===== config.mk =====
export PLATFORM = sky130hd
export DESIGN_NAME = fifo_unique_key_queue_flat
export DESIGN_NICKNAME = d
export VERILOG_FILES = /design/src/fuq_pkg.sv /design/src/fuq_channels.sv /design/src/fifo_unique_key_queue.sv /design/src/fuq_cell.sv /design/src/flat_wrapper.sv
export SDC_FILE = /design/constraint.sdc
export NUM_CORES = 2
export LEC_CHECK = 0
export BUFFER_PORTS_ARGS = -buffer_cell sky130_fd_sc_hd__buf_4
export CORE_ASPECT_RATIO = 1.4
export CORE_UTILIZATION = 45
export CTS_CLUSTER_DIAMETER = 50
export DETAILED_ROUTE_END_ITERATION = 12
export PLACE_DENSITY = 0.63
export SKIP_CTS_REPAIR_TIMING = 1
export SYNTH_ARGS = -nofsm -noshare
export SYNTH_HDL_FRONTEND = slang
export SYNTH_SLANG_ARGS = --single-unit

===== constraint.sdc =====
create_clock -name clock -period 10.1 [get_ports clock]
set_input_delay 1.515 -clock clock [delete_from_list [all_inputs] [get_ports clock]]
set_output_delay 1.515 -clock clock [all_outputs]
set_load 0.01 [all_outputs]

===== src/fuq_pkg.sv =====
package fuq_pkg;

   // Field widths fixed by the item format.
   localparam int KEY_W    = 32;
   localparam int DATA_W   = 32;
   localparam int STATUS_W = 3;

   // Operation codes carried in the cmd field.
   typedef enum logic {
      CMD_ENQ = 1'b0,
      CMD_DEQ = 1'b1
   } cmd_type;

   // Result status codes.
   typedef enum logic [STATUS_W-1:0] {
      ST_ENQ   = 3'd0,
      ST_DUP   = 3'd1,
      ST_FULL  = 3'd2,
      ST_DEQ   = 3'd3,
      ST_UNDER = 3'd4
   } status_type;

   // One stored key/data pair.
   typedef struct packed {
      logic signed [KEY_W-1:0]  key;
      logic signed [DATA_W-1:0] payload;
   } entry_type;

   // Per-cycle command that every cell of the chain sees.
   typedef struct packed {
      logic push;
      logic pop;
   } cell_ctl_type;

endpackage


===== src/fuq_channels.sv =====
interface fuq_req_if import fuq_pkg::*; ();
   logic                     valid;
   logic                     ready;
   logic                     cmd;
   logic signed [KEY_W-1:0]  key;
   logic signed [DATA_W-1:0] payload;

   modport source (output valid, cmd, key, payload, input ready);
   modport sink   (input valid, cmd, key, payload, output ready);
endinterface

interface fuq_rsp_if import fuq_pkg::*; #(
   parameter int OCC_W = 5
) ();
   logic                     valid;
   logic                     ready;
   logic [STATUS_W-1:0]      status;
   logic signed [KEY_W-1:0]  out_key;
   logic signed [DATA_W-1:0] out_payload;
   logic                     is_empty;
   logic [OCC_W-1:0]         occupancy;
   logic signed [DATA_W-1:0] front_payload;
   logic signed [DATA_W-1:0] rear_payload;

   modport source (output valid, status, out_key, out_payload, is_empty, occupancy,
                   front_payload, rear_payload, input ready);
   modport sink   (input valid, status, out_key, out_payload, is_empty, occupancy,
                   front_payload, rear_payload, output ready);
endinterface


===== src/fifo_unique_key_queue.sv =====
// Bounded FIFO of key/data pairs that refuses a key already held in the queue.
// Operations arrive on req_if (cmd, key, payload); each one produces exactly one
// result on rsp_if with a status code, the dequeued pair, the empty flag, the
// occupancy and the data at the front and the rear after the operation.
// Storage is a chain of DEPTH cells with the oldest pair in the first cell. An
// enqueue fills the first free cell; a dequeue shifts every cell one place
// toward the front. Every cell compares its key against the incoming key in
// parallel. The result is registered at the edge that accepts the operation.
// Throughput is one operation per cycle while rsp_if is taken.
// When the receiver stalls, the finished result waits in the output register
// and req_if.ready drops until it is taken; the output register alone sets this.
// Reset (synchronous, active high) empties the queue and drops rsp_if.valid.
module fifo_unique_key_queue import fuq_pkg::*; #(
   parameter int DEPTH = 16
) (
   input  logic      clock,
   input  logic      reset,
   fuq_req_if.sink   req_if,
   fuq_rsp_if.source rsp_if
);

   localparam int CNT_W = $clog2(DEPTH + 1);

   logic [CNT_W-1:0] count_ff, count_in;
   logic signed [DATA_W-1:0] rear_ff;

   logic [DEPTH-1:0] cell_valid;
   logic [DEPTH-1:0] cell_match;
   entry_type        cell_entry [DEPTH];
   entry_type        new_entry;
   cell_ctl_type     ctl;

   logic       accept;
   logic       dup, full, empty;
   status_type status;

   logic                     rsp_valid_ff;
   status_type               status_ff;
   logic signed [KEY_W-1:0]  out_key_ff;
   logic signed [DATA_W-1:0] out_payload_ff;
   logic                     is_empty_ff;
   logic [CNT_W-1:0]         occ_ff;
   logic signed [DATA_W-1:0] front_ff, front_in;
   logic signed [DATA_W-1:0] rear_out_ff, rear_out_in;

   // A new operation is taken whenever the output register is free or being drained.
   assign req_if.ready = !rsp_valid_ff || rsp_if.ready;
   assign accept       = req_if.valid && req_if.ready;

   assign new_entry.key     = req_if.key;
   assign new_entry.payload = req_if.payload;

   assign dup   = |cell_match;
   assign full  = (count_ff == CNT_W'(DEPTH));
   assign empty = (count_ff == '0);

   // Decode the operation; the duplicate check wins over the full check.
   always_comb begin
      ctl.push = 1'b0;
      ctl.pop  = 1'b0;
      if (cmd_type'(req_if.cmd) == CMD_ENQ) begin
         if (dup) begin
            status = ST_DUP;
         end else if (full) begin
            status = ST_FULL;
         end else begin
            status   = ST_ENQ;
            ctl.push = accept;
         end
      end else begin
         if (empty) begin
            status = ST_UNDER;
         end else begin
            status  = ST_DEQ;
            ctl.pop = accept;
         end
      end
   end

   // Row of storage cells; the first cell sees a filled neighbor, the last an empty one.
   for (genvar i = 0; i < DEPTH; i++) begin : g_cell
      logic      prev_v;
      logic      next_v;
      entry_type next_e;

      if (i == 0) begin : g_first
         assign prev_v = 1'b1;
      end else begin : g_mid
         assign prev_v = cell_valid[i-1];
      end

      if (i == DEPTH - 1) begin : g_last
         assign next_v = 1'b0;
         assign next_e = '0;
      end else begin : g_inner
         assign next_v = cell_valid[i+1];
         assign next_e = cell_entry[i+1];
      end

      fuq_cell u_cell (
         .clock      (clock),
         .reset      (reset),
         .ctl        (ctl),
         .prev_valid (prev_v),
         .next_valid (next_v),
         .next_entry (next_e),
         .new_entry  (new_entry),
         .valid      (cell_valid[i]),
         .entry      (cell_entry[i]),
         .match      (cell_match[i])
      );
   end

   // Occupancy after the operation.
   always_comb begin
      count_in = count_ff;
      if (ctl.push) begin
         count_in = count_ff + CNT_W'(1);
      end else if (ctl.pop) begin
         count_in = count_ff - CNT_W'(1);
      end
   end

   // Front and rear data after the operation, zero when the queue ends up empty.
   always_comb begin
      front_in    = cell_entry[0].payload;
      rear_out_in = rear_ff;
      if (ctl.pop) begin
         front_in = cell_entry[1].payload;
      end else if (ctl.push) begin
         rear_out_in = req_if.payload;
         if (empty) begin
            front_in = req_if.payload;
         end
      end
      if (count_in == '0) begin
         front_in    = '0;
         rear_out_in = '0;
      end
   end

   always_ff @(posedge clock) begin
      if (reset) begin
         count_ff <= '0;
      end else begin
         count_ff <= count_in;
      end
   end

   // The newest pair's data is tracked beside the chain.
   always_ff @(posedge clock) begin
      if (ctl.push) begin
         rear_ff <= req_if.payload;
      end
   end

   // Output register.
   always_ff @(posedge clock) begin
      if (reset) begin
         rsp_valid_ff <= 1'b0;
      end else if (accept) begin
         rsp_valid_ff <= 1'b1;
      end else if (rsp_if.ready) begin
         rsp_valid_ff <= 1'b0;
      end
   end

   always_ff @(posedge clock) begin
      if (accept) begin
         status_ff      <= status;
         out_key_ff     <= ctl.pop ? cell_entry[0].key : '0;
         out_payload_ff <= ctl.pop ? cell_entry[0].payload : '0;
         is_empty_ff    <= (count_in == '0);
         occ_ff         <= count_in;
         front_ff       <= front_in;
         rear_out_ff    <= rear_out_in;
      end
   end

   assign rsp_if.valid         = rsp_valid_ff;
   assign rsp_if.status        = status_ff;
   assign rsp_if.out_key       = out_key_ff;
   assign rsp_if.out_payload   = out_payload_ff;
   assign rsp_if.is_empty      = is_empty_ff;
   assign rsp_if.occupancy     = occ_ff;
   assign rsp_if.front_payload = front_ff;
   assign rsp_if.rear_payload  = rear_out_ff;

endmodule


===== src/fuq_cell.sv =====
module fuq_cell import fuq_pkg::*; (
   input  logic                    clock,
   input  logic                    reset,
   input  cell_ctl_type            ctl,
   input  logic                    prev_valid,
   input  logic                    next_valid,
   input  entry_type               next_entry,
   input  entry_type               new_entry,
   output logic                    valid,
   output entry_type               entry,
   output logic                    match
);

   logic      valid_ff, valid_in;
   entry_type entry_ff, entry_in;
   logic      take_new;

   // This cell is the first free slot when it is empty and its older neighbor is filled.
   assign take_new = ctl.push && !valid_ff && prev_valid;

   // On a pop the whole chain shifts one place toward the front.
   always_comb begin
      valid_in = valid_ff;
      entry_in = entry_ff;
      if (ctl.pop) begin
         valid_in = next_valid;
         entry_in = next_entry;
      end else if (take_new) begin
         valid_in = 1'b1;
         entry_in = new_entry;
      end
   end

   always_ff @(posedge clock) begin
      if (reset) begin
         valid_ff <= 1'b0;
      end else begin
         valid_ff <= valid_in;
      end
   end

   always_ff @(posedge clock) begin
      entry_ff <= entry_in;
   end

   // Only an occupied cell takes part in the duplicate-key check.
   assign match = valid_ff && (entry_ff.key == new_entry.key);
   assign valid = valid_ff;
   assign entry = entry_ff;

endmodule

===== src/flat_wrapper.sv =====
// flat-port wrapper written by rule: the top's interface ports become plain ports
module fifo_unique_key_queue_flat import fuq_pkg::*;
#(
   parameter int DEPTH = 16
)
  (clock, reset, req_if_valid, req_if_cmd, req_if_key, req_if_payload, req_if_ready, rsp_if_valid, rsp_if_status, rsp_if_out_key, rsp_if_out_payload, rsp_if_is_empty, rsp_if_occupancy, rsp_if_front_payload, rsp_if_rear_payload, rsp_if_ready);
  fuq_req_if req_if_i ();
  fuq_rsp_if rsp_if_i ();
  input  logic clock;
  input  logic reset;
  input wire logic [$bits(req_if_i.valid)-1:0] req_if_valid;
  input wire logic [$bits(req_if_i.cmd)-1:0] req_if_cmd;
  input wire logic [$bits(req_if_i.key)-1:0] req_if_key;
  input wire logic [$bits(req_if_i.payload)-1:0] req_if_payload;
  output wire logic [$bits(req_if_i.ready)-1:0] req_if_ready;
  output wire logic [$bits(rsp_if_i.valid)-1:0] rsp_if_valid;
  output wire logic [$bits(rsp_if_i.status)-1:0] rsp_if_status;
  output wire logic [$bits(rsp_if_i.out_key)-1:0] rsp_if_out_key;
  output wire logic [$bits(rsp_if_i.out_payload)-1:0] rsp_if_out_payload;
  output wire logic [$bits(rsp_if_i.is_empty)-1:0] rsp_if_is_empty;
  output wire logic [$bits(rsp_if_i.occupancy)-1:0] rsp_if_occupancy;
  output wire logic [$bits(rsp_if_i.front_payload)-1:0] rsp_if_front_payload;
  output wire logic [$bits(rsp_if_i.rear_payload)-1:0] rsp_if_rear_payload;
  input wire logic [$bits(rsp_if_i.ready)-1:0] rsp_if_ready;
  assign req_if_i.valid = req_if_valid;
  assign req_if_i.cmd = req_if_cmd;
  assign req_if_i.key = req_if_key;
  assign req_if_i.payload = req_if_payload;
  assign req_if_ready = req_if_i.ready;
  assign rsp_if_valid = rsp_if_i.valid;
  assign rsp_if_status = rsp_if_i.status;
  assign rsp_if_out_key = rsp_if_i.out_key;
  assign rsp_if_out_payload = rsp_if_i.out_payload;
  assign rsp_if_is_empty = rsp_if_i.is_empty;
  assign rsp_if_occupancy = rsp_if_i.occupancy;
  assign rsp_if_front_payload = rsp_if_i.front_payload;
  assign rsp_if_rear_payload = rsp_if_i.rear_payload;
  assign rsp_if_i.ready = rsp_if_ready;
  fifo_unique_key_queue #(.DEPTH(DEPTH)) u_core (.clock(clock), .reset(reset), .req_if(req_if_i), .rsp_if(rsp_if_i));
endmodule

==> metrics.txt <==
Worst Clk Skew 0.0256 ns; core area 118,000 µm²; drt via density 5.88; Max IR drop VDD 0.000197 V; slew margin rel. 0.357%; DP HPWL 128 mm; die width 294 µm; mapped cell area 53,600 µm²; final setup vio count 0; TritonCTS buffer count 132; RSZ-0062 raised after global routing no; Critical Path Sink Type register; EDFF count, synth 1,097; status finished with violations; worst reg2reg startpoint u_core.g_cell[15].u_cell.entry[45]; Top Ports 208; Seq/Total Area, Yosys 65.9%; PwrDens 218 nW/µm²; Hold Path Depth 1; Worst Hold Class reg2reg; Syn. warnings 0; Area growth syn-to-layout 13.2%; Synthesized Nets 3,887; cell family with most CP delay simple AND/OR/NAND/NOR gates; Synth Flop Type edfxtp_1; Most Used Layer, Global Route met2; commonest non-fill, non-tap cell in the layout edfxtp_1; setup TNS 0 ns; Design Power 13,200 µW; worst path bufs/invs 2; full die area 120,000 µm²; vias in the first global route 32,600; internal power 9590 µW; clock root buffer clkbuf_16; Clock Path Buffers 3; chip height 410 µm; synth unique cells 46; initial antenna violation count 8; Post-Syn Instances 3,816; final WL 184 mm; Clock Pin Slew Worst Setup and Hold Paths 0.06 ns; clock power share 37.5%; M2 GR Usage 52.9%; switching part of the total power 27.6%; Worst setup endpoint u_core.rsp_if.rear_payload[30]; final antenna-violating net count 0; met1 GRT Util 32.7%; register-to-register setup slack 3.71 ns; drt drc 0; cells on worst reg2reg path 11; Crit-path slowest cell nor4_1; CTS Sinks 1,215; number of core rows 149; FMAX 0.143 GHz; first-pass GRT wire length 256 mm; grt ovf 0; crit path launch type input port; worst-path cell chain buf_4 > xor2_1 > nor4_1 > nand3_1 > nor4_1 > or4_4 > nor4_4 > nand2_4 > nand3_1 > a2111oi_4 > buf_4 > a21boi_0; period utilisation layout 69.3%; pin count of the biggest net entering global routing 240; Crit Path Class in2reg; Psw 3650 µW; DRT Pass-1 Iters 5; Async S/R FF share, synth 0%; number of port buffers 207; worst r2r dst u_core.rsp_if.rear_payload[30]; Slew Limit Fails 0; via count 32,600; Tot GR Track Use 30.6%; commonest non-fill, non-tap cells in the layout edfxtp_1 (1,097), a21o_1 (930), xor2_1 (363), buf_4 (251), xnor2_1 (148); 1st-iter DRT viols 3,176; H-tree levels 4; #FFs+latches synth 1,215; Worst Tran Pin Value 1.49 ns; sequential power share 48.6%; worst endpoint required time 10.56 ns; Critical path origin req_if_key[13]; LEAKAGE 0.0256 µW; Inst Count DP 5,301; violated checks capacitance limit; fin crit period 7.00 ns; CP max stage delay 1.16 ns; proportion of layout cells with a drive suffix above 1 13.1%; grt met3 use 5.05%; CTS tree yes; Gate power share 13.9%; WL/cell 33.2 µm; critical path arrival 7.46 ns; Syn Area/Cell 14.0 µm²; Skew-Pair Late Insertion Delay 0.78 ns; worst-path maximum fanout 60; Nets 3,921; Finished Layout Cells 5,550; Final Hold Fails 0; GPL Wtd Cong 1.06; Starting Density 45.4%; Levels on crit path 12; maxcap violations 1
-- cell families (layout without fill, tap and decap cells) --
| group | Yosys count | in the layout | share of synthesized area, % |
|---|---|---|---|
| AND/OR/NAND/NOR | 539 | 539 | 5.56 |
| adder cells (fa/ha/maj) | 2 | 2 | 0.0467 |
| other | 0 | 5 | 0 |
| buffers and inverters | 365 | 509 | 3.02 |
| flip-flops | 1215 | 1215 | 65.9 |
| multiplexers | 127 | 127 | 2.45 |
| AO/OA/AOI/OAI | 1055 | 1055 | 14.6 |
| XOR/XNOR | 513 | 513 | 8.40 |
-- worst min path at each step --
stage                                   from  slack, ns                 end
after floorplan           u_core.rear_ff[27]       0.44  u_core.rear_ff[27]
after global routing      u_core.rear_ff[10]       0.48  u_core.rear_ff[10]
after detailed placement  u_core.rear_ff[22]       0.46  u_core.rear_ff[22]
after CTS                 u_core.rear_ff[30]       0.47  u_core.rear_ff[30]
final                     u_core.rear_ff[15]       0.47  u_core.rear_ff[15]
after global placement    u_core.rear_ff[18]       0.45  u_core.rear_ff[18]
-- layer usage --
layer / vias up / part of all wire (%)
met5: - / 0.016
met2: 1372 / 51
met1: 16700 / 34
li1: 14000 / -
met3: 458 / 5.1
met4: 4 / 9.7
-- metrics by stage --
stage	cell area [µm²]	hold slack, ns	setup slack, ns	utilization, %
after floorplan	53600	0.445	1.29	-
after global placement	56200	0.450	2.26	47.6
after detailed placement	56200	0.457	2.71	47.6
after CTS	60600	0.472	3.50	51.4
after global routing	60600	0.480	2.99	51.4
final	60600	0.471	3.10	51.4
-- flip-flops by register name, summed over array words and instances (netlist names) --
register and count:
u_core.g_cell.u_cell.entry 1024, u_core.rsp_if.status 3, u_core.rsp_if.valid 1, u_core.rsp_if.occupancy 5, u_core.g_cell.u_cell.valid 16, u_core.rsp_if.out_key 32, u_core.rsp_if.rear_payload 32, u_core.rsp_if.is_empty 1
u_core.count_ff 5, u_core.rsp_if.front_payload 32, u_core.rsp_if.out_payload 32, u_core.rear_ff 32
-- worst reg2reg max path: stages (launching register included) --
cell       delay (ns)
dfxtp_1          0.57
xor2_1           0.13
nor4_1           1.16
nand3_1          0.21
nor4_1           1.05
or4_4            0.33
nor4_4           0.11
nand2_4          0.80
nand3_1          0.29
a2111oi_4        0.58
buf_4            0.62
a21boi_0         0.23
-- synth_stat cells (2+ instances only) --
library cell	n	share of area, %
mux2i_1	95	1.8
a21o_1	930	13
a211oi_1	2	0.028
buf_6	9	0.19
a21boi_0	12	0.17
nor4_1	87	1.0
xnor2_1	149	2.4
xor2_1	363	5.9
and2_1	131	1.5
and3_1	4	0.047
o21ai_0	15	0.14
nand3_1	29	0.27
o21a_1	32	0.45
mux2_2	32	0.67
or4_1	6	0.084
buf_4	33	0.46
dfxtp_1	118	4.4
a21oi_1	36	0.34
nand4_1	45	0.53
nand2_1	40	0.28
ha_1	2	0.047
a21boi_1	20	0.28
inv_1	8	0.056
buf_1	3	0.021
buf_2	43	0.40
or3_1	4	0.047
a31oi_1	2	0.023
clkbuf_1	269	1.9
nor2_1	99	0.69
nand2b_1	48	0.56
edfxtp_1	1097	62
nor2b_1	5	0.058
nor3_1	35	0.33
-- power by group through the flow --
stage          combinational, µW  sequential (µW)  clock, µW
6_report                    1840             6440       4960
3_3_place_gp                1810             6530          0
3_5_place_dp                1830             6530          0
5_1_grt                     1950             6460       5200
4_1_cts                     1840             6430       5030
2_1_floorplan               1110             6460          0
-- layout make-up --
cell class	instances	area, µm²
repair buffers	257	2000
fillers	10100	57400
inverters	8	35.0
clock inverters	80	903
clock buffers	164	3490
multi-input cells	2236	16900
diodes	5	12.5
flip-flops and latches	1215	35300
well taps	1585	1980
Note: power is estimated with default switching activity, not from simulation.
